--- config.mk ---
export PLATFORM = sky130hd
export DESIGN_NAME = rgb_to_hsl_converter
export DESIGN_NICKNAME = d
export VERILOG_FILES = /design/src/hdl/rth_pkg.sv /design/src/hdl/rth_front.sv /design/src/hdl/rth_prep.sv /design/src/hdl/rth_div_cell.sv /design/src/hdl/rth_back.sv /design/src/hdl/rgb_to_hsl_converter.sv
export VERILOG_INCLUDE_DIRS = /design/src /design/src/hdl
export SDC_FILE = /design/constraint.sdc
export NUM_CORES = 1
export LEC_CHECK = 0
export BUFFER_PORTS_ARGS = -buffer_cell sky130_fd_sc_hd__buf_2
export CAP_MARGIN = 20
export CELL_PAD_IN_SITES_DETAIL_PLACEMENT = 1
export CELL_PAD_IN_SITES_GLOBAL_PLACEMENT = 1
export CORE_MARGIN = 2
export CORE_UTILIZATION = 30
export CTS_BUF_LIST = sky130_fd_sc_hd__clkbuf_4
export DETAILED_ROUTE_END_ITERATION = 10
export GPL_ROUTABILITY_DRIVEN = 1
export PLACE_DENSITY = 0.47
export SYNTH_ARGS = -nofsm -noshare
export SYNTH_HDL_FRONTEND = slang
export SYNTH_SLANG_ARGS = --single-unit
--- constraint.sdc ---
create_clock -name clk_i -period 10 [get_ports clk_i]
set_clock_uncertainty 0.05 [all_clocks]
set_input_delay 1 -clock clk_i [delete_from_list [all_inputs] [get_ports clk_i]]
set_output_delay 1 -clock clk_i [all_outputs]
set_load 0.01 [all_outputs]
--- src/hdl/rgb_to_hsl_converter_macros.svh ---
// Assertion helpers shared by the converter RTL.
`ifndef RGB_TO_HSL_CONVERTER_MACROS_SVH
`define RGB_TO_HSL_CONVERTER_MACROS_SVH

// Plain property, checked on every clock edge out of reset.
`define RTH_ASSERT(lbl, prop, msg) \
  lbl: assert property (@(posedge clk_i) disable iff (!rst_ni) (prop)) else $error(msg);

// Implication: when ante holds, cons must hold in the same cycle.
`define RTH_ASSERT_IMP(lbl, ante, cons, msg) \
  lbl: assert property (@(posedge clk_i) disable iff (!rst_ni) (ante) |-> (cons)) \
    else $error(msg);

`endif

--- src/hdl/rth_pkg.sv ---
package rth_pkg;

  localparam int RgbW           = 8;
  localparam int HueW           = 11;
  localparam int SatW           = 8;
  localparam int LightW         = 9;
  localparam int HueSectorSteps = 256;
  localparam int InDataW        = 24;
  localparam int OutDataW       = 32;

  typedef enum logic [1:0] {
    SecRed,
    SecGreen,
    SecBlue
  } sector_e;

  // sideband that rides along the divider row
  typedef struct packed {
    sector_e           sector;
    logic              neg;
    logic              gray;
    logic [LightW-1:0] light;
  } side_t;

endpackage

--- src/hdl/rth_front.sv ---
module rth_front (
  input  logic                           clk_i,
  input  logic                           rst_ni,
  input  logic                           valid_i,
  output logic                           ready_o,
  input  logic [rth_pkg::RgbW-1:0]       red_i,
  input  logic [rth_pkg::RgbW-1:0]       green_i,
  input  logic [rth_pkg::RgbW-1:0]       blue_i,
  output logic                           valid_o,
  input  logic                           ready_i,
  output rth_pkg::sector_e               sector_o,
  output logic signed [rth_pkg::RgbW:0]  num_o,
  output logic [rth_pkg::RgbW-1:0]       d_o,
  output logic [rth_pkg::LightW-1:0]     sum_o
);

  logic                          valid_q;
  rth_pkg::sector_e              sector_d, sector_q;
  logic signed [rth_pkg::RgbW:0] num_d, num_q;
  logic [rth_pkg::RgbW-1:0]      mx, mn, d_d, d_q;
  logic [rth_pkg::LightW-1:0]    sum_d, sum_q;

  assign ready_o = !valid_q || ready_i;

  always_comb begin
    mx = red_i;
    mn = red_i;
    if (green_i > mx) mx = green_i;
    if (blue_i > mx) mx = blue_i;
    if (green_i < mn) mn = green_i;
    if (blue_i < mn) mn = blue_i;
    d_d   = mx - mn;
    sum_d = {1'b0, mx} + {1'b0, mn};
    if (red_i >= green_i && red_i >= blue_i) begin
      sector_d = rth_pkg::SecRed;
      num_d    = $signed({1'b0, green_i}) - $signed({1'b0, blue_i});
    end else if (green_i >= blue_i) begin
      sector_d = rth_pkg::SecGreen;
      num_d    = $signed({1'b0, blue_i}) - $signed({1'b0, red_i});
    end else begin
      sector_d = rth_pkg::SecBlue;
      num_d    = $signed({1'b0, red_i}) - $signed({1'b0, green_i});
    end
  end

  always_ff @(posedge clk_i or negedge rst_ni) begin
    if (!rst_ni) begin
      valid_q <= 1'b0;
    end else if (ready_o) begin
      valid_q <= valid_i;
    end
  end

  always_ff @(posedge clk_i) begin
    if (ready_o && valid_i) begin
      sector_q <= sector_d;
      num_q    <= num_d;
      d_q      <= d_d;
      sum_q    <= sum_d;
    end
  end

  assign valid_o  = valid_q;
  assign sector_o = sector_q;
  assign num_o    = num_q;
  assign d_o      = d_q;
  assign sum_o    = sum_q;

endmodule

--- src/hdl/rth_prep.sv ---
module rth_prep #(
  parameter int HueSteps = rth_pkg::HueSectorSteps,
  parameter int DvdW     = 16
) (
  input  logic                           clk_i,
  input  logic                           rst_ni,
  input  logic                           valid_i,
  output logic                           ready_o,
  input  rth_pkg::sector_e               sector_i,
  input  logic signed [rth_pkg::RgbW:0]  num_i,
  input  logic [rth_pkg::RgbW-1:0]       d_i,
  input  logic [rth_pkg::LightW-1:0]     sum_i,
  output logic                           valid_o,
  input  logic                           ready_i,
  output logic [DvdW-1:0]                hdvd_o,
  output logic [rth_pkg::RgbW-1:0]       hdvs_o,
  output logic [DvdW-1:0]                sdvd_o,
  output logic [rth_pkg::RgbW-1:0]       sdvs_o,
  output rth_pkg::side_t                 side_o
);

  logic                     valid_q;
  logic [rth_pkg::RgbW-1:0] absn;
  logic [DvdW-1:0]          hdvd_d, hdvd_q, sdvd_d, sdvd_q;
  logic [rth_pkg::RgbW-1:0] den_d, den_q, dvs_q;
  rth_pkg::side_t           side_d, side_q;

  assign ready_o = !valid_q || ready_i;

  always_comb begin
    absn   = num_i[rth_pkg::RgbW] ? rth_pkg::RgbW'(-num_i) : num_i[rth_pkg::RgbW-1:0];
    hdvd_d = DvdW'(absn) * DvdW'(HueSteps);
    // 255 * d
    sdvd_d = DvdW'({d_i, {rth_pkg::RgbW{1'b0}}}) - DvdW'(d_i);
    if (sum_i <= rth_pkg::LightW'(255)) begin
      den_d = sum_i[rth_pkg::RgbW-1:0];
    end else begin
      den_d = rth_pkg::RgbW'(rth_pkg::LightW'(510) - sum_i);
    end
    side_d.sector = sector_i;
    side_d.neg    = num_i[rth_pkg::RgbW];
    side_d.gray   = (d_i == '0);
    side_d.light  = sum_i;
  end

  always_ff @(posedge clk_i or negedge rst_ni) begin
    if (!rst_ni) begin
      valid_q <= 1'b0;
    end else if (ready_o) begin
      valid_q <= valid_i;
    end
  end

  always_ff @(posedge clk_i) begin
    if (ready_o && valid_i) begin
      hdvd_q <= hdvd_d;
      sdvd_q <= sdvd_d;
      dvs_q  <= d_i;
      den_q  <= den_d;
      side_q <= side_d;
    end
  end

  assign valid_o = valid_q;
  assign hdvd_o  = hdvd_q;
  assign hdvs_o  = dvs_q;
  assign sdvd_o  = sdvd_q;
  assign sdvs_o  = den_q;
  assign side_o  = side_q;

endmodule

--- src/hdl/rth_div_cell.sv ---
module rth_div_cell #(
  parameter int DvdW = 16,
  parameter int QhW  = 9
) (
  input  logic                       clk_i,
  input  logic                       rst_ni,
  input  logic                       valid_i,
  output logic                       ready_o,
  input  logic [DvdW-1:0]            hdvd_i,
  input  logic [rth_pkg::RgbW-1:0]   hdvs_i,
  input  logic [rth_pkg::RgbW-1:0]   hrem_i,
  input  logic [QhW-1:0]             hq_i,
  input  logic [DvdW-1:0]            sdvd_i,
  input  logic [rth_pkg::RgbW-1:0]   sdvs_i,
  input  logic [rth_pkg::RgbW-1:0]   srem_i,
  input  logic [rth_pkg::SatW-1:0]   sq_i,
  input  rth_pkg::side_t             side_i,
  output logic                       valid_o,
  input  logic                       ready_i,
  output logic [DvdW-1:0]            hdvd_o,
  output logic [rth_pkg::RgbW-1:0]   hdvs_o,
  output logic [rth_pkg::RgbW-1:0]   hrem_o,
  output logic [QhW-1:0]             hq_o,
  output logic [DvdW-1:0]            sdvd_o,
  output logic [rth_pkg::RgbW-1:0]   sdvs_o,
  output logic [rth_pkg::RgbW-1:0]   srem_o,
  output logic [rth_pkg::SatW-1:0]   sq_o,
  output rth_pkg::side_t             side_o
);

  logic                     valid_q;
  logic [rth_pkg::RgbW:0]   hsh, ssh;
  logic                     hge, sge;
  logic [rth_pkg::RgbW-1:0] hrem_d, srem_d;
  logic [DvdW-1:0]          hdvd_q, sdvd_q;
  logic [rth_pkg::RgbW-1:0] hdvs_q, hrem_q, sdvs_q, srem_q;
  logic [QhW-1:0]           hq_q;
  logic [rth_pkg::SatW-1:0] sq_q;
  rth_pkg::side_t           side_q;

  assign ready_o = !valid_q || ready_i;

  // one restoring step per lane
  always_comb begin
    hsh    = {hrem_i, hdvd_i[DvdW-1]};
    hge    = (hsh >= {1'b0, hdvs_i});
    hrem_d = hge ? rth_pkg::RgbW'(hsh - {1'b0, hdvs_i}) : hsh[rth_pkg::RgbW-1:0];
    ssh    = {srem_i, sdvd_i[DvdW-1]};
    sge    = (ssh >= {1'b0, sdvs_i});
    srem_d = sge ? rth_pkg::RgbW'(ssh - {1'b0, sdvs_i}) : ssh[rth_pkg::RgbW-1:0];
  end

  always_ff @(posedge clk_i or negedge rst_ni) begin
    if (!rst_ni) begin
      valid_q <= 1'b0;
    end else if (ready_o) begin
      valid_q <= valid_i;
    end
  end

  always_ff @(posedge clk_i) begin
    if (ready_o && valid_i) begin
      hdvd_q <= {hdvd_i[DvdW-2:0], 1'b0};
      hdvs_q <= hdvs_i;
      hrem_q <= hrem_d;
      hq_q   <= {hq_i[QhW-2:0], hge};
      sdvd_q <= {sdvd_i[DvdW-2:0], 1'b0};
      sdvs_q <= sdvs_i;
      srem_q <= srem_d;
      sq_q   <= {sq_i[rth_pkg::SatW-2:0], sge};
      side_q <= side_i;
    end
  end

  assign valid_o = valid_q;
  assign hdvd_o  = hdvd_q;
  assign hdvs_o  = hdvs_q;
  assign hrem_o  = hrem_q;
  assign hq_o    = hq_q;
  assign sdvd_o  = sdvd_q;
  assign sdvs_o  = sdvs_q;
  assign srem_o  = srem_q;
  assign sq_o    = sq_q;
  assign side_o  = side_q;

endmodule

--- src/hdl/rth_back.sv ---
module rth_back #(
  parameter int HueSteps = rth_pkg::HueSectorSteps,
  parameter int QhW      = 9
) (
  input  logic                         clk_i,
  input  logic                         rst_ni,
  input  logic                         valid_i,
  output logic                         ready_o,
  input  logic [QhW-1:0]               hq_i,
  input  logic [rth_pkg::SatW-1:0]     sq_i,
  input  rth_pkg::side_t               side_i,
  output logic                         valid_o,
  input  logic                         ready_i,
  output logic [rth_pkg::HueW-1:0]     hue_o,
  output logic [rth_pkg::SatW-1:0]     sat_o,
  output logic [rth_pkg::LightW-1:0]   light_o
);

  localparam int HcW = $clog2(6 * HueSteps + 1) + 2;
  localparam int HxW = (HcW > rth_pkg::HueW) ? HcW : rth_pkg::HueW;

  logic                          valid_q;
  logic signed [HcW-1:0]         base, qs, hs;
  logic [HxW-1:0]                hue_x;
  logic [rth_pkg::HueW-1:0]      hue_d, hue_q;
  logic [rth_pkg::SatW-1:0]      sat_d, sat_q;
  logic [rth_pkg::LightW-1:0]    light_q;

  assign ready_o = !valid_q || ready_i;

  always_comb begin
    case (side_i.sector)
      rth_pkg::SecRed:   base = '0;
      rth_pkg::SecGreen: base = HcW'(2 * HueSteps);
      rth_pkg::SecBlue:  base = HcW'(4 * HueSteps);
      default:           base = '0;
    endcase
    qs = $signed(HcW'(hq_i));
    hs = side_i.neg ? (base - qs) : (base + qs);
    if (hs < 0) begin
      hs = hs + HcW'(6 * HueSteps);
    end
    hue_x = HxW'($unsigned(hs));
    if (side_i.gray) begin
      hue_d = '0;
      sat_d = '0;
    end else begin
      hue_d = hue_x[rth_pkg::HueW-1:0];
      sat_d = sq_i;
    end
  end

  always_ff @(posedge clk_i or negedge rst_ni) begin
    if (!rst_ni) begin
      valid_q <= 1'b0;
    end else if (ready_o) begin
      valid_q <= valid_i;
    end
  end

  always_ff @(posedge clk_i) begin
    if (ready_o && valid_i) begin
      hue_q   <= hue_d;
      sat_q   <= sat_d;
      light_q <= side_i.light;
    end
  end

  assign valid_o = valid_q;
  assign hue_o   = hue_q;
  assign sat_o   = sat_q;
  assign light_o = light_q;

endmodule

--- src/hdl/rgb_to_hsl_converter.sv ---
// Channel   Dir  Fields (tdata from bit 0 up)                        Width
// s_axis    in   red[7:0] green[15:8] blue[23:16]                      24
// m_axis    out  hue[10:0] saturation[18:11] lightness[27:19], 0 pad   32
//
// One pixel per cycle sustained while m_axis is not stalled. The pipeline is
// a min/max stage, an operand stage, one restoring-division cell per dividend
// bit and an output register. Hue and saturation divide side by side in each
// cell. Reset clears only the valid bits of every stage. A stall on m_axis
// backs up stage by stage; empty stages keep accepting.
`include "rgb_to_hsl_converter_macros.svh"

module rgb_to_hsl_converter #(
  parameter int HUE_SECTOR_STEPS = rth_pkg::HueSectorSteps
) (
  input  logic                            clk_i,
  input  logic                            rst_ni,
  input  logic                            s_axis_tvalid_i,
  output logic                            s_axis_tready_o,
  input  logic [rth_pkg::InDataW-1:0]     s_axis_tdata_i,  // red, green, blue
  output logic                            m_axis_tvalid_o,
  input  logic                            m_axis_tready_i,
  output logic [rth_pkg::OutDataW-1:0]    m_axis_tdata_o   // hue, saturation, lightness
);

  localparam int QhW      = $clog2(HUE_SECTOR_STEPS + 1);
  localparam int HdvdW    = $clog2(255 * HUE_SECTOR_STEPS + 1);
  localparam int DvdW     = (HdvdW > 16) ? HdvdW : 16;
  localparam int NumCells = DvdW;
  localparam int HueSpan  = 6 * HUE_SECTOR_STEPS;
  localparam int PadW     = rth_pkg::OutDataW - rth_pkg::HueW - rth_pkg::SatW
                            - rth_pkg::LightW;

  logic                              f_valid, f_ready;
  rth_pkg::sector_e                  f_sector;
  logic signed [rth_pkg::RgbW:0]     f_num;
  logic [rth_pkg::RgbW-1:0]          f_d;
  logic [rth_pkg::LightW-1:0]        f_sum;

  logic                              c_valid [NumCells+1];
  logic                              c_ready [NumCells+1];
  logic [DvdW-1:0]                   c_hdvd  [NumCells+1];
  logic [rth_pkg::RgbW-1:0]          c_hdvs  [NumCells+1];
  logic [rth_pkg::RgbW-1:0]          c_hrem  [NumCells+1];
  logic [QhW-1:0]                    c_hq    [NumCells+1];
  logic [DvdW-1:0]                   c_sdvd  [NumCells+1];
  logic [rth_pkg::RgbW-1:0]          c_sdvs  [NumCells+1];
  logic [rth_pkg::RgbW-1:0]          c_srem  [NumCells+1];
  logic [rth_pkg::SatW-1:0]          c_sq    [NumCells+1];
  rth_pkg::side_t                    c_side  [NumCells+1];

  logic [rth_pkg::HueW-1:0]          hue;
  logic [rth_pkg::SatW-1:0]          sat;
  logic [rth_pkg::LightW-1:0]        light;

  rth_front u_front (
    .clk_i    (clk_i),
    .rst_ni   (rst_ni),
    .valid_i  (s_axis_tvalid_i),
    .ready_o  (s_axis_tready_o),
    .red_i    (s_axis_tdata_i[rth_pkg::RgbW-1:0]),
    .green_i  (s_axis_tdata_i[2*rth_pkg::RgbW-1:rth_pkg::RgbW]),
    .blue_i   (s_axis_tdata_i[3*rth_pkg::RgbW-1:2*rth_pkg::RgbW]),
    .valid_o  (f_valid),
    .ready_i  (f_ready),
    .sector_o (f_sector),
    .num_o    (f_num),
    .d_o      (f_d),
    .sum_o    (f_sum)
  );

  rth_prep #(
    .HueSteps (HUE_SECTOR_STEPS),
    .DvdW     (DvdW)
  ) u_prep (
    .clk_i    (clk_i),
    .rst_ni   (rst_ni),
    .valid_i  (f_valid),
    .ready_o  (f_ready),
    .sector_i (f_sector),
    .num_i    (f_num),
    .d_i      (f_d),
    .sum_i    (f_sum),
    .valid_o  (c_valid[0]),
    .ready_i  (c_ready[0]),
    .hdvd_o   (c_hdvd[0]),
    .hdvs_o   (c_hdvs[0]),
    .sdvd_o   (c_sdvd[0]),
    .sdvs_o   (c_sdvs[0]),
    .side_o   (c_side[0])
  );

  assign c_hrem[0] = '0;
  assign c_hq[0]   = '0;
  assign c_srem[0] = '0;
  assign c_sq[0]   = '0;

  for (genvar k = 0; k < NumCells; k++) begin : g_cell
    rth_div_cell #(
      .DvdW (DvdW),
      .QhW  (QhW)
    ) u_cell (
      .clk_i   (clk_i),
      .rst_ni  (rst_ni),
      .valid_i (c_valid[k]),
      .ready_o (c_ready[k]),
      .hdvd_i  (c_hdvd[k]),
      .hdvs_i  (c_hdvs[k]),
      .hrem_i  (c_hrem[k]),
      .hq_i    (c_hq[k]),
      .sdvd_i  (c_sdvd[k]),
      .sdvs_i  (c_sdvs[k]),
      .srem_i  (c_srem[k]),
      .sq_i    (c_sq[k]),
      .side_i  (c_side[k]),
      .valid_o (c_valid[k+1]),
      .ready_i (c_ready[k+1]),
      .hdvd_o  (c_hdvd[k+1]),
      .hdvs_o  (c_hdvs[k+1]),
      .hrem_o  (c_hrem[k+1]),
      .hq_o    (c_hq[k+1]),
      .sdvd_o  (c_sdvd[k+1]),
      .sdvs_o  (c_sdvs[k+1]),
      .srem_o  (c_srem[k+1]),
      .sq_o    (c_sq[k+1]),
      .side_o  (c_side[k+1])
    );
  end

  rth_back #(
    .HueSteps (HUE_SECTOR_STEPS),
    .QhW      (QhW)
  ) u_back (
    .clk_i   (clk_i),
    .rst_ni  (rst_ni),
    .valid_i (c_valid[NumCells]),
    .ready_o (c_ready[NumCells]),
    .hq_i    (c_hq[NumCells]),
    .sq_i    (c_sq[NumCells]),
    .side_i  (c_side[NumCells]),
    .valid_o (m_axis_tvalid_o),
    .ready_i (m_axis_tready_i),
    .hue_o   (hue),
    .sat_o   (sat),
    .light_o (light)
  );

  assign m_axis_tdata_o = {{PadW{1'b0}}, light, sat, hue};

  `RTH_ASSERT_IMP(a_hue_rem, c_valid[NumCells] && !c_side[NumCells].gray, c_hrem[NumCells] < c_hdvs[NumCells], "hue remainder not below divisor")
  `RTH_ASSERT_IMP(a_sat_rem, c_valid[NumCells] && !c_side[NumCells].gray, c_srem[NumCells] < c_sdvs[NumCells], "saturation remainder not below divisor")
  `RTH_ASSERT_IMP(a_dvd_done, c_valid[NumCells], (c_hdvd[NumCells] == '0) && (c_sdvd[NumCells] == '0), "dividend bits left after last cell")
  `RTH_ASSERT_IMP(a_hue_range, m_axis_tvalid_o && (HueSpan < (1 << rth_pkg::HueW)), hue < rth_pkg::HueW'(HueSpan), "hue out of range")

endmodule
==> results of run 1 <==
[report_power, final]
| part | switching (mW) | leakage, nW | total [mW] | internal (mW) |
|---|---|---|---|---|
| combinational | 2.22 | 8.82 | 4.13 | 1.91 |
| clock | 1.66 | 2.10 | 3.66 | 2.00 |
| sequential | 0.477 | 9.75 | 6.53 | 6.05 |
[flip-flops by register name, summed over array words and instances (netlist names), 11 cells and up]
signal                 cells
g_cell.u_cell.hq_o        45
g_cell.u_cell.hrem_o     120
u_back.hue_o              11
g_cell.u_cell.hdvd_o      28
g_cell.u_cell.hdvs_o     106
u_prep.sdvd_o             15
g_cell.u_cell.side_o     207
g_cell.u_cell.sdvd_o     105
g_cell.u_cell.sdvs_o     105
g_cell.u_cell.sq_o        36
g_cell.u_cell.srem_o     120
u_prep.side_o             13
g_cell.u_cell.valid_o     16
[repair_timing]
item,in CTS,in global routing
hold endpoints to repair,23,0
hold buffers,3,0
endpoints found under the setup margin,0,0
[cells by family after synthesis]
family / after synthesis
mux: 212
buf+inv: 453
flops: 996
fa+ha+maj: 333
simple gates: 673
compound gates: 462
other cells: 1
xor+xnor: 137
[per-layer routing]
| layer | global-route usage | wire length, µm | up-vias |
|---|---|---|---|
| met5 | 0 | 0 | - |
| met4 | 0.05343 | 2801 | 0 |
| met3 | 0.02786 | 3101 | 245 |
| met2 | 0.2149 | 46370 | 376 |
| met1 | 0.1180 | 34450 | 12200 |
| li1 | - | - | 12640 |
[worst max-delay path, stage by stage]
cell and delay [ns]:
buf_2 0.14, inv_1 0.05, ha_1 0.36, and3_1 0.30, a221o_1 0.27, nor2_4 0.13
nor2_1 0.70, nand2_1 0.10, o21ai_0 0.11, inv_1 0.08, ha_1 0.30, a211o_1 0.31
a311oi_1 0.46, o2111ai_1 0.23, nand3_2 0.29, a211oi_2 0.10, nor3_1 0.39, inv_1 0.10
fa_1 0.41, inv_1 0.07, a21oi_1 0.06, nor2_1 0.11, nor2_1 0.07, o31ai_1 0.35
a21oi_1 0.12, o21bai_1 0.14
[layout by cell type (no fill, tap or decap), types with 6 or more instances in the layout]
cell type / synthesis / routed
xnor2_1: 85 / 85
dfrtp_1: 19 / 19
buf_4: 4 / 19
a21oi_1: 61 / 61
nand4_1: 55 / 55
xor2_1: 52 / 52
buf_2: 2 / 57
a21o_1: 52 / 52
nor2_1: 311 / 311
nand2_1: 98 / 98
a21boi_0: 92 / 89
diode_2: 0 / 11
and3_1: 7 / 7
inv_1: 437 / 437
nor2b_1: 77 / 74
a311oi_1: 29 / 29
o21bai_1: 6 / 6
mux2i_1: 69 / 69
clkinv_1: 0 / 27
o21a_1: 10 / 9
clkbuf_4: 0 / 433
edfxtp_1: 977 / 977
o21ai_0: 172 / 172
a31oi_1: 10 / 9
or3_1: 7 / 7
nand3_1: 21 / 21
nor3_1: 10 / 10
mux2_2: 142 / 142
or2_2: 6 / 6
ha_1: 300 / 300
and2_2: 0 / 10
fa_1: 33 / 33
nand2b_1: 50 / 50
[cell type report]
cell class | count | area share
Sequential cell | 996 | 0.5723
Multi-Input combinational cell | 1821 | 0.2719
Clock buffer | 433 | 0.06240
Tap cell | 2030 | 0.04876
Inverter | 437 | 0.03149
Timing Repair Buffer | 79 | 0.008791
Clock inverter | 37 | 0.003795
Antenna cell | 11 | 0.0005284
[through the flow]
step | worst slack, ns | utilization | total power, mW | area, µm²
finish | 4.191 | 0.3441 | 14.32 | 52090
global route | 3.721 | 0.3441 | 15.51 | 52090
CTS | 4.299 | 0.3439 | 14.71 | 52050
detailed placement | 2.981 | 0.3209 | 10.87 | 48580
global placement | 3.083 | 0.3209 | 10.84 | 48580
floorplan | 3.579 | - | 9.679 | 45620
[final timing paths]
check / start / slack [ns] / endpoint
min reg2reg: g_cell[2].u_cell.sdvd_o[6] / 0.34 / g_cell[3].u_cell.sdvd_o[7]
max reg2reg: g_cell[6].u_cell.hdvs_o[1] / 6.46 / g_cell[7].u_cell.hrem_o[5]
max: s_axis_tdata_i[15] / 4.19 / u_front.sum_o[8]
max in group asynchronous: rst_ni / 9.22 / g_cell[11].u_cell.valid_o
min in group clk_i: g_cell[2].u_cell.sdvd_o[6] / 0.34 / g_cell[3].u_cell.sdvd_o[7]
min: rst_ni / 0.29 / u_front.valid_o
==> results.yml, run 1 <==
outcome:
  status: "finished, final reports clean"
finish:
  stdcell_count: 5844
  drive_above_1_share: 0.1830
  fin_nets: 3995
  multi_input_area_um2: 14160
  seq_area_um2: 29810
  fill_cells: 16160
  areaGrowthSynthToFinish_pct: 14.22
route:
  drt-initial-drc-count: 666
  ant_nets: 0
  wl_mm: 86.72
  via_per_inst: 4.356
  drtPass1Iterations: 4
  drc: 0
  route.vias.total: 25450
  wl_per_cell_um: 14.84
yosys:
  synthAdderAreaFrac: 0.09679
  yosys-top-cells-count: "977 x edfxtp_1, 437 x inv_1, 311 x nor2_1"
  synth-seq-cells: 996
  synthFlopType: "edfxtp_1"
  yosysMostFrequentCell: "edfxtp_1"
  synth_area_per_cell_um2: 13.96
  synthMuxAreaShare: 0.05051
  synthTopCellsByArea: "edfxtp_1 64%, ha_1 8.2%, inv_1 3.6%"
  synth_edf_count: 977
  synth_area_um2: 45600
  synth_top_area_cell: "edfxtp_1"
  synthCells: 3267
  synth.distinct_cells: 64
  yosys.area_share.simple: 0.06982
  synth_compound_area_frac: 0.06491
  synth_top_family_by_area: "adder cells"
  synthXorXnorAreaFrac: 0.02631
  async_reset_ff_frac: 0.01908
  yosysWarnings: 0
  synth_top_area_frac: 0.6433
  ys_seq_area_frac: 0.6537
clock_tree:
  htree_levels: 5
  cts.path.max_buffers: 4
  cts_tree: "built"
  cts_resized: 0
  cts_buffers: 299
  cts_root_buf: "clkbuf_4"
  postCtsSetupBuffers: 0
  clock-sinks: 996
  clk_latency_ns: 1.16
  path_clk_slew_ns: 0.06
global_routing:
  grt_pass1_vias: 28490
  grt_pass1_wl_mm: 143.3
  grt_use_total: 0.1142
  grt_max_degree: 65
  overflow: 0
  antenna_found_initial: 3
setup_path:
  critPathLaunchType: "primary input"
  endpoint_kind: "register"
  r2r.worst_path.cells: 11
  crit_type: "primary input to register"
  crit_required_ns: 10.97
  worstPathArrival_ns: 6.77
  cp_max_fo: 15
pwr:
  power_density_nw_per_um2: 274.9
  ir_drop_mv: 0.1073
  leakage_nw: 20.66
floorplanning:
  die-area_um2: 155200
  initial_core_util: 0.3013
  die_h_um: 393.9
  num_io_pins: 62
  core_area_um2: 151400
  rows: 143
  die_x_um: 393.9
sta:
  holdWs_ns: 0.2886
  setup_viol: 0
  max_freq_mhz: 172.1
  period_minus_slack_ns: 5.809
  final.setup.tns_ns: 0
  worstMarginPinSlew_ns: 1.007
  slew_violations: 0
  max-slew-margin-rel: 0.3265
  period_share: 0.5809
  rsz0062_at_grt: "false"
  finalHoldViolCount: 0
run:
  max_cap_violations: 0
place:
  dp_hpwl_mm: 62.98
  dp_cells: 5359
  io_buffer_count: 57
  place_congestion: 0.7646
worst_hold_path:
  hp-class: "primary input to async pin"
Power figures use the tool's default switching activity.
==> run 2: changes to the inputs <==
==> constraint.sdc (replaced) <==
create_clock -name clk_i -period 5.8 [get_ports clk_i]
set_clock_uncertainty 0.05 [all_clocks]
set_input_delay 0.58 -clock clk_i [delete_from_list [all_inputs] [get_ports clk_i]]
set_output_delay 0.58 -clock clk_i [all_outputs]
set_load 0.01 [all_outputs]
==> run 2 against run 1 <==
Against the previous run:
- sequential share of layout area is 0.50 points lower
- worst hold slack worse by 0.077 ns
- clock power is 77% higher
- setup slack worse by 3.4 ns
- via count is 0.73% higher
- total power is 74% higher
- largest power group unchanged
- highest routed layer unchanged
- critical endpoint unchanged
- register-to-register slack worse by 4.2 ns
- flip-flop and latch count stayed put
- final cell count is 0.91% higher
- utilization is 0.30 points higher
- final area is 0.87% higher
==> results.yml, run 2 (synthesis gave the netlist of run 1 again) <==
sta:
  max_freq_mhz: 197.9
  max-slew-margin-rel: 0.3861
  finalHoldViolCount: 0
  rsz0062_at_grt: "false"
  worstMarginPinSlew_ns: 0.9179
  final.setup.tns_ns: 0
  slew_violations: 0
  holdWs_ns: 0.2115
  setup_viol: 0
  period_minus_slack_ns: 5.053
  period_share: 0.8712
place:
  dpl_cell_area_um2: 48740
  place_congestion: 0.7835
  io_buffer_count: 57
  dp_hpwl_mm: 63.45
finish:
  largest_reg_flops: 207
  layout_common_cells: "977 x edfxtp_1, 437 x inv_1, 432 x clkbuf_4"
  final_core_util: 0.3471
  fin_nets: 4037
  layout_commonest_cell: "edfxtp_1"
  fill_cells: 16190
  final_cell_area_um2: 52550
  areaGrowthSynthToFinish_pct: 15.22
  seq_area_um2: 29810
  multi_input_area_um2: 14160
  drive_above_1_share: 0.1874
global_routing:
  overflow: 0
  grt_pass1_vias: 28440
  grt_max_degree: 63
  grt_use_total: 0.1142
  antenna_found_initial: 2
  grt_pass1_wl_mm: 142.6
route:
  drc: 0
  drt-initial-drc-count: 753
  drtPass1Iterations: 4
  via_per_inst: 4.348
  route.vias.total: 25640
  wl_mm: 87.52
  ant_nets: 0
  wl_per_cell_um: 14.84
pwr:
  p_clk_frac: 0.259
  power_mw: 24.93
  power_frac_comb: 0.289
  seqPwrFrac: 0.451
  ir_drop_mv: 0.2014
  power_density_nw_per_um2: 474.4
  sw_frac_of_total: 0.3042
  leakage_nw: 20.91
  intPower_mw: 17.35
  p_switching_mw: 7.584
worst_hold_path:
  hp-class: "primary input to register"
run:
  max_cap_violations: 0
setup_path:
  cp_slowest_cell: "dlygate4sd3_1"
  cp_max_fo: 8
  crit_required_ns: 6.61
  slowest_delay_ns: 0.52
  worstPathArrival_ns: 5.86
  crit_type: "primary input to register"
  endpoint_kind: "register"
  critPathLaunchType: "primary input"
floorplanning:
  initial_core_util: 0.3013
  die-area_um2: 155200
  num_io_pins: 62
  die_x_um: 393.9
  core_area_um2: 151400
  rows: 143
  die_h_um: 393.9
clock_tree:
  htree_levels: 5
  cts_tree: "built"
  clk_latency_ns: 1.17
  cts.path.max_buffers: 4
  path_clk_slew_ns: 0.06
  cts_buffers: 303
  cts_resized: 0
  cts_root_buf: "clkbuf_4"
  clock-sinks: 996
outcome:
  status: "finished, final reports clean"
## run 2: cell count changes in the layout (fill, tap and decap cells not counted), sizes merged
cell and delta:
inv +4, bufinv +2, dlygate4sd3 +15, clkinv +18
diode -8, buf +22
## run 2: path summary, 6_finish.rpt
check / startpoint / end / slack, ns / cells past startpoint
max: s_axis_tdata_i[14] / u_front.sum_o[8] / 0.75 / 30
min: s_axis_tdata_i[3] / u_front.num_o[3] / 0.21 / 5
max reg2reg: g_cell[7].u_cell.sdvs_o[1] / g_cell[8].u_cell.srem_o[4] / 2.27 / 11
min reg2reg: g_cell[3].u_cell.side_o[6] / g_cell[4].u_cell.side_o[6] / 0.29 / 0
max in group asynchronous: rst_ni / g_cell[12].u_cell.valid_o / 4.98 / 4
min in group asynchronous: rst_ni / g_cell[0].u_cell.valid_o / 0.29 / 3
## run 2: layout make-up
cell class / count / area share
Inverter: 437 / 0.03122
Antenna cell: 3 / 0.0001429
Sequential cell: 996 / 0.5674
Clock inverter: 61 / 0.006477
Timing Repair Buffer: 117 / 0.01519
Clock buffer: 432 / 0.06172
Tap cell: 2030 / 0.04834
Multi-Input combinational cell: 1821 / 0.2695
## run 2: timing repair
item	in CTS	in global routing
hold endpoints to repair	61	0
setup buffers	0	0
hold buffers	18	0
## run 2: power groups by stage
stage / logic [mW] / registers, mW / clock network [mW]
finish: 7.22 / 11.3 / 6.46
global route: 8.32 / 11.5 / 7.22
CTS: 7.45 / 11.3 / 6.84
detailed placement: 7.36 / 11.4 / 0
global placement: 7.33 / 11.4 / 0
floorplan: 5.60 / 11.1 / 0
## run 2: layer usage
metal,up-vias,share of wire,global-route usage
met4,0,0.025,0.04789
li1,12740,-,-
met1,12300,0.39,0.1165
met5,-,0,0
met3,184,0.044,0.03187
met2,420,0.54,0.2164
## run 2: metrics by stage
step / worst slack [ns] / std cells
CTS: 0.9197 / 5892
detailed placement: 0.1544 / 5381
global route: 0.5266 / 5897
global placement: 0.1770 / 5381
finish: 0.7469 / 5897
floorplan: 0.06542 / 3270
## run 2: worst max-delay path: cells and delay by family
kind | cells | cell delay (ns)
AND/OR/NAND/NOR | 6 | 0.61
buffers and inverters | 10 | 1.68
AO/OA/AOI/OAI | 11 | 2.12
adder cells (fa/ha/maj) | 3 | 0.88
